$ cat src/hw/rtl/rmed_pkg.sv
`timescale 1ns / 1ps
// rmed_pkg: shared types and constants for the running median core
// no dependencies

package rmed_pkg;

  localparam int SAMPLE_BITS  = 16;
  localparam int MEDIAN_BITS  = SAMPLE_BITS + 1;
  localparam int COUNT_BITS   = 9;
  localparam int DEF_CAPACITY = 256;

  typedef struct packed {
    logic signed [SAMPLE_BITS-1:0] sample;
    logic                          first;
  } rmed_in_t;

  typedef struct packed {
    logic signed [MEDIAN_BITS-1:0] median_x2;
    logic [COUNT_BITS-1:0]         sample_count;
    logic                          full_res;
  } rmed_out_t;

  typedef struct packed {
    logic                          ins;
    logic signed [SAMPLE_BITS-1:0] sample;
  } rmed_cell_ctl_t;

  // registered levels of a fan-in-4 reduction over n leaves
  function automatic int tree_levels(input int n);
    int lv;
    lv = ($clog2(n) + 1) / 2;
    if (lv < 1) begin
      lv = 1;
    end
    return lv;
  endfunction

endpackage

$ cat src/hw/rtl/rmed_cell.sv
`timescale 1ns / 1ps
// rmed_cell: one slot of the sorted sample chain
// depends on rmed_pkg

module rmed_cell #(
  parameter int IDX = 0,
  parameter int CW  = 9
) (
  input  logic                                   clk,
  input  rmed_pkg::rmed_cell_ctl_t               ctl_i,
  input  logic [CW-1:0]                          eff_cnt_i,
  input  logic [CW-1:0]                          idx_lo_i,
  input  logic [CW-1:0]                          idx_hi_i,
  input  logic signed [rmed_pkg::SAMPLE_BITS-1:0] prev_v_i,
  input  logic                                   prev_gt_i,
  output logic signed [rmed_pkg::SAMPLE_BITS-1:0] v_o,
  output logic                                   gt_o,
  output logic [2*rmed_pkg::SAMPLE_BITS-1:0]     sel_o
);
  import rmed_pkg::*;

  localparam logic [CW-1:0] MY_IDX = CW'(IDX);

  logic signed [SAMPLE_BITS-1:0] v_r;
  logic [2*SAMPLE_BITS-1:0]      sel_r;
  logic                          valid;
  logic                          gt;

  assign valid = MY_IDX < eff_cnt_i;
  assign gt    = valid && (v_r > ctl_i.sample);

  // shift right past larger neighbors, or take the new sample at the boundary
  always_ff @(posedge clk) begin
    if (ctl_i.ins) begin
      if (prev_gt_i) begin
        v_r <= prev_v_i;
      end else if (gt || (MY_IDX == eff_cnt_i)) begin
        v_r <= ctl_i.sample;
      end
    end
  end

  always_ff @(posedge clk) begin
    sel_r[2*SAMPLE_BITS-1:SAMPLE_BITS] <= (MY_IDX == idx_lo_i) ? v_r : '0;
    sel_r[SAMPLE_BITS-1:0]             <= (MY_IDX == idx_hi_i) ? v_r : '0;
  end

  assign v_o   = v_r;
  assign gt_o  = gt;
  assign sel_o = sel_r;

endmodule

$ cat config.mk
export PLATFORM = sky130hd
export DESIGN_NAME = rmed_cell
export DESIGN_NICKNAME = d
export VERILOG_FILES = /design/src/hw/rtl/rmed_pkg.sv /design/src/hw/rtl/rmed_cell.sv
export SDC_FILE = /design/constraint.sdc
export NUM_CORES = 1
export LEC_CHECK = 0
export BUFFER_PORTS_ARGS = -buffer_cell sky130_fd_sc_hd__buf_2
export CORE_MARGIN = 10
export CORE_UTILIZATION = 40
export CTS_CLUSTER_SIZE = 10
export DETAILED_ROUTE_END_ITERATION = 8
export PLACE_DENSITY = 0.76
export SLEW_MARGIN = 25
export SYNTH_ARGS = -nofsm -noshare
export SYNTH_HDL_FRONTEND = slang
export SYNTH_SLANG_ARGS = --single-unit
$ cat constraint.sdc
create_clock -name clk -period 2.73 [get_ports clk]
set_input_delay 0.273 -clock clk [delete_from_list [all_inputs] [get_ports clk]]
set_output_delay 0.273 -clock clk [all_outputs]
set_load 0.01 [all_outputs]
==> impl_metrics.yaml, run 1 <==
drt:
  routed_wl_um: 5670
  route.detailed.drc: 0
  avgRoutedWirePerCell_um: 14.7
  ant_nets: 0
  via_per_inst: 4.57
  firstDrtPassIters: 4
  initialDrtViolationCount: 103
  vias: 1758
cells_and_area:
  areaGrowthSynthToFinish_pct: 45.6
  fin_cells: 385
  nFillCells: 410
  layout-drive-gt1-share_pct: 45.3
  fin_nets: 395
  final_cell_area_um2: 2910
  diodes: 0
global_routing:
  overflow: 0
  grt_max_degree: 33
  track_usage_pct: 13.7
  antenna_found_initial: 0
  grt_pass1_vias: 1900
  grt_pass1_wl_um: 9340
pwr:
  p_sw_share_pct: 27.2
  p_leak_nw: 1.48
  clockPowerShare_pct: 25.9
  irDropWorstVdd_mv: 0.247
  combinationalPowerShare_pct: 21.2
  seq_power_share_pct: 52.9
  powerDensity_nw_per_um2: 529
  p_total_mw: 1.54
  p_switching_mw: 0.419
  p_int_mw: 1.12
die:
  io_pins: 111
  die-area_um2: 8230
  die_h_um: 90.7
  core_um2: 4790
  die_w_um: 90.7
  row_count: 25
  initial_utilization_pct: 41.8
place:
  dp.cells: 370
  dpl_cell_area_um2: 2690
  dp_hpwl_um: 4490
  gp_congestion: 0.766
  portBuffers: 110
clocking:
  htree_levels: 2
  clk_latency_ns: 0.29
  clockBufferDepth: 2
  cts_tree: "yes"
  clock-root-buffer: "clkbuf_8"
  cts_buffers: 5
  clk_transition_reported_paths_ns: 0.08
  cts_sinks: 48
outcome:
  outcome: "complete, no violations"
sta:
  setup_tns_ns: 0
  finalMaxSlewViolations: 0
  relSlewSlack_pct: 65.4
  timing.hold.ws_ns: 0.257
  period_share_pct: 97.6
  hold_viol_final: 0
  rsz0062_at_grt: "true"
  max_freq_mhz: 375
  fin_skew_ns: 0.00461
  setup_viol: 0
  tightest_slew_ns: 0.520
  period_minus_slack_ns: 2.66
yosys:
  synth_top_area_share_pct: 32.0
  synth-edff-count: 16
  synth_area_leader_cell: "dfxtp_1"
  ys_types: 25
  yosys-top-cells-count: "and2_1 (32), dfxtp_1 (32), nand2_1 (21)"
  seq_area_frac_synth_pct: 56.0
  synth_area_leaders: "dfxtp_1 (32%), edfxtp_1 (24%), and2_1 (10%), ha_1 (10%), o21ai_0 (4.3%)"
  synth_ff_type: "dfxtp_1"
  synthArstFlopShare_pct: 0
  avgSynthCellArea_um2: 10.4
  syn_inst: 192
  synth.cell_area_um2: 2000
  yosysWarnings: 0
  syn-num-nets: 270
  synth-seq-cells: 48
setup_path:
  cp_data_arrival_time_ns: 2.39
  cp_max_fo: 2
  crit_path_end_kind: "output pin"
  required_ns: 2.46
  setup.worst_path.class: "reg2out"
  critPathLaunchType: "flop"
  rr_worst_depth: 8
hold_path:
  hold_depth: 3
  min_path_type: "in2reg"
job:
  maxCapViolations: 0
==> logic make-up after synthesis <==
logic type | Yosys count | synth area share (%)
AND/OR/NAND/NOR | 75 | 20.4
flip-flops | 48 | 56.0
AO/OA/AOI/OAI | 31 | 9.13
buffers and inverters | 21 | 3.94
adder cells (fa/ha/maj) | 16 | 10.0
multiplexers | 1 | 0.562
==> repair_timing <==
action | in CTS | in global routing
resized for setup | 1 | 12
buffers inserted | 4 | 3
pin swaps | 2 | 3
hold buffers | 0 | 0
setup endpoints to repair | 13 | 17
==> layout make-up <==
type / instances / area (µm²) / share of cell area, %
repair buffers: 123 / 661 / 22.7
well taps: 67 / 83.8 / 2.88
flip-flops and latches: 48 / 1120 / 38.5
clock inverters: 3 / 13.8 / 0.472
clock buffers: 5 / 68.8 / 2.36
multi-input cells: 123 / 906 / 31.1
inverters: 16 / 60.1 / 2.06
==> worst paths after layout <==
| path | start | endpoint | slack [ns] |
|---|---|---|---|
| setup / recovery | v_o[13] | gt_o | 0.07 |
| hold / removal | prev_v_i[1] | v_o[1] | 0.26 |
| setup reg to reg | v_o[13] | v_o[2] | 0.09 |
| hold reg to reg | v_o[7] | sel_o[23] | 0.52 |
==> metal layers <==
layer,track usage (%),share of wire (%),vias up
met2,24.0,51,59
met1,14.8,40,789
met4,4.38,1.1,0
li1,-,-,903
met3,4.99,7.5,7
met5,0,0,-
==> registers in the layout (all words and copies together) (netlist names) <==
| signal | flops |
|---|---|
| sel_o | 32 |
| v_o | 16 |
==> critical path: stages, from the launching register on <==
cell and delay [ns]:
edfxtp_1 0.45, ha_4 0.25, a21o_1 0.17, a21o_1 0.17
a221o_1 0.34, or4_4 0.43, a21oi_2 0.14, buf_2 0.14
==> through the flow <==
step / worst slack, ns / util (%)
6_report: 0.0656 / 60.9
2_1_floorplan: 0.112 / -
3_3_place_gp: 0.0979 / 56.2
5_1_grt: -0.0184 / 60.9
4_1_cts: 0.00182 / 58.5
3_5_place_dp: -0.0852 / 56.2
==> cell usage in the layout (no fill, tap or decap), types with 2 or more instances in the layout <==
master,Yosys,final
nand3_1,2,2
edfxtp_1,16,16
a21oi_1,6,5
nand2b_1,2,2
buf_2,0,110
nand2_1,21,20
nand4_1,2,2
o21ai_0,17,17
dfxtp_1,32,32
buf_4,0,12
clkbuf_8,0,5
nor2_1,4,4
nor4_1,7,4
nor4_2,0,2
ha_1,16,12
clkinv_2,0,2
and2_1,32,32
inv_1,16,16
ha_4,0,4
a21o_1,3,3
==> power by group through the flow <==
stage	Combinational, mW	Sequential [mW]	Clock (mW)
2_1_floorplan	0.118	0.841	0
3_3_place_gp	0.270	0.827	0
3_5_place_dp	0.275	0.829	0
4_1_cts	0.294	0.812	0.406
5_1_grt	0.371	0.820	0.440
6_report	0.327	0.814	0.399
No activity file was read; power rests on OpenSTA's default activity.
==> inputs of run 2 (changes only) <==
==> constraint.sdc (replaced) <==
create_clock -name clk -period 2.73 [get_ports clk]
set_input_delay 0.273 -clock clk [delete_from_list [all_inputs] [get_ports clk]]
set_output_delay 0.273 -clock clk [all_outputs]
set_load 0.1 [all_outputs]
==> impl_metrics.yaml, run 2 (synthesis results as in run 1) <==
setup_path:
  cpMostUsedCell: "a21o_1"
  cp_data_arrival_time_ns: 2.54
  required_ns: 2.46
  critPathBufInv: 1
  worst_path_max_delay_cell: "or4_4"
  critPathLaunchType: "flop"
  crit_path_end_kind: "output pin"
  setup.worst_path.class: "reg2out"
  path_delay_family: "compound AO/OA/AOI/OAI gates"
  path_cells: "ha_1, a21o_1, a21o_1, a221o_1, or4_4, a21oi_4, buf_12"
  cp_max_fo: 4
  slowest_delay_ns: 0.44
clocking:
  cts_buffers: 5
  clk_transition_reported_paths_ns: 0.08
  clockBufferDepth: 2
  htree_levels: 2
  cts_sinks: 48
  clock-root-buffer: "clkbuf_8"
  cts_tree: "yes"
  clk_latency_ns: 0.29
cells_and_area:
  final_common_cell: "buf_2"
  diodes: 0
  fin_cells: 380
  final_cell_area_um2: 2820
  nFillCells: 441
  final_util_pct: 58.9
  fin_nets: 390
  largest_reg_flops: 32
  areaGrowthSynthToFinish_pct: 40.7
  ff_latch_area_um2: 1120
  layout_common_cells: "buf_2 (109), and2_1 (32), dfxtp_1 (32), nand2_1 (21), o21ai_0 (17)"
  layout-drive-gt1-share_pct: 42.2
  multi_input_area_um2: 845
outcome:
  outcome: "complete, but fails checks"
  violations: "negative setup slack"
sta:
  tightest_slew_ns: 0.580
  fin_ws_ns: -0.0829
  setup_tns_ns: -0.0829
  setup_viol: 1
  finalMaxSlewViolations: 0
  fin_skew_ns: 0.00487
  timing.hold.ws_ns: 0.253
  max_freq_mhz: 356
  hold_viol_final: 0
  period_share_pct: 103
  period_minus_slack_ns: 2.81
  relSlewSlack_pct: 61.2
  rsz0062_at_grt: "true"
pwr:
  combinationalPowerShare_pct: 31.3
  irDropWorstVdd_mv: 0.390
  clockPowerShare_pct: 22.5
  p_sw_share_pct: 37.1
  p_int_mw: 1.10
  seq_power_share_pct: 46.2
  p_leak_nw: 1.45
  p_switching_mw: 0.653
  p_total_mw: 1.76
  powerDensity_nw_per_um2: 624
place:
  dpl_cell_area_um2: 2710
  dp.cells: 369
  portBuffers: 110
  dp_worst_setup_slack_ns: 0.0931
  gp_congestion: 0.759
  dp_hpwl_um: 4410
global_routing:
  use_met3_pct: 5.82
  grt_max_degree: 33
  overflow: 0
  use_met2_pct: 20.9
  use_met1_pct: 15.3
  track_usage_pct: 12.9
  antenna_found_initial: 0
  grt_busiest_layer: "met2"
  grt_pass1_vias: 1809
  grt_pass1_wl_um: 8710
die:
  io_pins: 111
  core_um2: 4790
  die_h_um: 90.7
  row_count: 25
  initial_utilization_pct: 41.8
  die-area_um2: 8230
  die_w_um: 90.7
drt:
  initialDrtViolationCount: 76
  via_per_inst: 4.52
  ant_nets: 0
  avgRoutedWirePerCell_um: 14.1
  route.detailed.drc: 0
  routed_wl_um: 5380
  firstDrtPassIters: 4
  vias: 1716
hold_path:
  min_path_type: "in2reg"
job:
  maxCapViolations: 0
run 2: path summary, 6_finish.rpt:
path	end	slack, ns	from	cells past startpoint
min	v_o[3]	0.25	prev_v_i[3]	3
max reg2reg	v_o[5]	0.10	v_o[13]	6
max	gt_o	-0.08	v_o[13]	7
min reg2reg	sel_o[12]	0.52	v_o[12]	1
run 2: layer usage:
layer | vias up | part of all wire [%] | wire, µm
met5 | - | 0 | 0
met1 | 751 | 43 | 2310
met4 | 0 | 0.97 | 52
met2 | 65 | 47 | 2550
met3 | 7 | 8.6 | 461
li1 | 893 | - | -
run 2: area by class of cell:
cell class | count | area share [%]
Multi-Input combinational cell | 123 | 30.0
Clock buffer | 5 | 2.44
Timing Repair Buffer | 118 | 22.2
Inverter | 16 | 2.13
Clock inverter | 3 | 0.488
Sequential cell | 48 | 39.8
Tap cell | 67 | 2.98
run 2: tightest hold or removal path, cell delays in order:
cell,delay (ns)
buf_2,0.07
nand2_1,0.04
o21ai_0,0.05
run 2: timing repair:
item                                    4_1_cts  5_1_grt
hold buffers                                  0        0
resized for setup                             1        1
endpoints found under the setup margin        1       17
setup buffers                                 1        2
pin swaps                                     0        1
run 2: power by group through the flow:
stage / Sequential, mW / Combinational [mW] / Clock [mW]
6_report: 0.812 / 0.550 / 0.396
4_1_cts: 0.813 / 0.549 / 0.406
3_3_place_gp: 0.827 / 0.539 / 0
5_1_grt: 0.819 / 0.587 / 0.441
2_1_floorplan: 1.06 / 0.164 / 0
3_5_place_dp: 0.830 / 0.542 / 0
==> inputs of run 3 (changes only) <==
--- a/config.mk
+++ b/config.mk
@@ -6,6 +6,7 @@
 export NUM_CORES = 1
 export LEC_CHECK = 0
 export BUFFER_PORTS_ARGS = -buffer_cell sky130_fd_sc_hd__buf_2
+export CORE_ASPECT_RATIO = 0.75
 export CORE_MARGIN = 10
 export CORE_UTILIZATION = 40
 export CTS_CLUSTER_SIZE = 10
==> impl_metrics.yaml, run 3 (synthesis results as in run 1) <==
cells_and_area:
  ff_latch_area_um2: 1120
  largest_reg_flops: 32
  nFillCells: 424
  layout-drive-gt1-share_pct: 46.6
  multi_input_area_um2: 947
  final_common_cell: "buf_2"
  final_cell_area_um2: 2970
  diodes: 0
  fin_cells: 382
  layout_common_cells: "buf_2 (109), and2_1 (32), dfxtp_1 (32), nand2_1 (21)"
  areaGrowthSynthToFinish_pct: 48.6
  fin_nets: 399
pwr:
  p_int_mw: 1.15
  p_leak_nw: 1.49
  seq_power_share_pct: 44.4
  p_sw_share_pct: 37.2
  powerDensity_nw_per_um2: 616
  combinationalPowerShare_pct: 33.2
  clockPowerShare_pct: 22.4
  irDropWorstVdd_mv: 0.266
  p_total_mw: 1.83
  p_switching_mw: 0.682
place:
  dp.cells: 363
  gp_congestion: 0.738
  dpl_cell_area_um2: 2710
  dp_hpwl_um: 4550
  portBuffers: 110
die:
  initial_utilization_pct: 41.1
  die-area_um2: 8260
  core_um2: 4870
  row_count: 22
  die_h_um: 81.3
  die_w_um: 102
  io_pins: 111
sta:
  rsz0062_at_grt: "true"
  period_minus_slack_ns: 2.71
  period_share_pct: 99.4
  finalMaxSlewViolations: 0
  fin_skew_ns: 0.00883
  timing.hold.ws_ns: 0.251
  tightest_slew_ns: 0.555
  hold_viol_final: 0
  max_freq_mhz: 368
  relSlewSlack_pct: 62.7
  setup_viol: 0
clocking:
  htree_levels: 2
  clk_transition_reported_paths_ns: 0.09
  clock-root-buffer: "clkbuf_8"
  cts_tree: "yes"
  clockBufferDepth: 2
  cts_sinks: 48
  cts_buffers: 5
  clk_latency_ns: 0.30
setup_path:
  required_ns: 2.46
  setup.worst_path.class: "reg2out"
  crit_path_end_kind: "output pin"
  cp_max_fo: 3
  rrSetupSlack_ns: 0.06
  critPathLaunchType: "flop"
  cp_data_arrival_time_ns: 2.44
drt:
  routed_wl_um: 5790
  via_per_inst: 4.64
  firstDrtPassIters: 4
  vias: 1772
  initialDrtViolationCount: 48
  ant_nets: 0
  route.detailed.drc: 0
  avgRoutedWirePerCell_um: 15.2
global_routing:
  overflow: 0
  grt_pass1_vias: 1864
  antenna_found_initial: 0
  track_usage_pct: 13.7
  grt_max_degree: 33
  grt_pass1_wl_um: 8860
job:
  maxCapViolations: 0
hold_path:
  min_path_type: "in2reg"
outcome:
  outcome: "complete, no violations"
[run 3: cell count changes in the layout (fill, tap and decap cells not counted), moves of 2 or more]
| cell | previous run | this run |
|---|---|---|
| buf_4 | 8 | 16 |
| clkbuf_1 | 0 | 2 |
| ha_1 | 16 | 10 |
| clkinv_2 | 2 | 0 |
| ha_4 | 0 | 6 |
[run 3: repair_timing]
item	CTS	global route
hold buffers	0	0
buffers inserted	3	8
endpoints found under the setup margin	1	17
resized for setup	2	11
gates cloned	0	1
endpoints found under the hold margin	0	0
pin swaps	4	10
[run 3: power by group through the flow]
stage / Combinational [mW] / Clock, mW / Sequential [mW]
after floorplan: 0.164 / 0 / 1.06
after global placement: 0.542 / 0 / 0.827
after detailed placement: 0.548 / 0 / 0.830
after CTS: 0.565 / 0.420 / 0.812
after global routing: 0.651 / 0.449 / 0.820
final: 0.608 / 0.411 / 0.815
[run 3: final cells by class]
type	instances	area share (%)
clock buffers	7	2.57
clock inverters	1	0.294
inverters	16	2.02
multi-input cells	124	31.8
flip-flops and latches	48	37.7
well taps	60	2.52
repair buffers	126	23.1
[run 3: stage by stage]
stage | util (%) | worst slack, ns | TNS [ns]
final | 61.0 | 0.0156 | 0
after global routing | 61.0 | -0.0720 | -0.0720
after CTS | 58.1 | -0.0439 | -0.0439
after detailed placement | 55.5 | 0.0271 | 0
after global placement | 55.5 | 0.127 | 0
after floorplan | - | -0.549 | -6.56
[run 3: final timing paths]
kind | start | to | depth (start not counted)
min | prev_v_i[1] | v_o[1] | 3
max reg2reg | v_o[10] | v_o[5] | 8
max | v_o[10] | gt_o | 8
min reg2reg | v_o[8] | sel_o[24] | 1
[run 3: worst max-delay path: stages, from the launching register on]
cell,delay [ns]
edfxtp_1,0.46
ha_4,0.27
nand4_1,0.13
buf_4,0.14
nor2_2,0.03
a221o_1,0.32
or4_4,0.43
a21oi_4,0.17
buf_12,0.19
[run 3: metal layers]
layer / vias up / routed length, µm / global-route usage (%)
li1: 914 / - / -
met5: - / 0 / 0
met2: 66 / 2780 / 24.1
met3: 5 / 566 / 6.28
met1: 787 / 2400 / 14.7
met4: 0 / 42 / 3.42
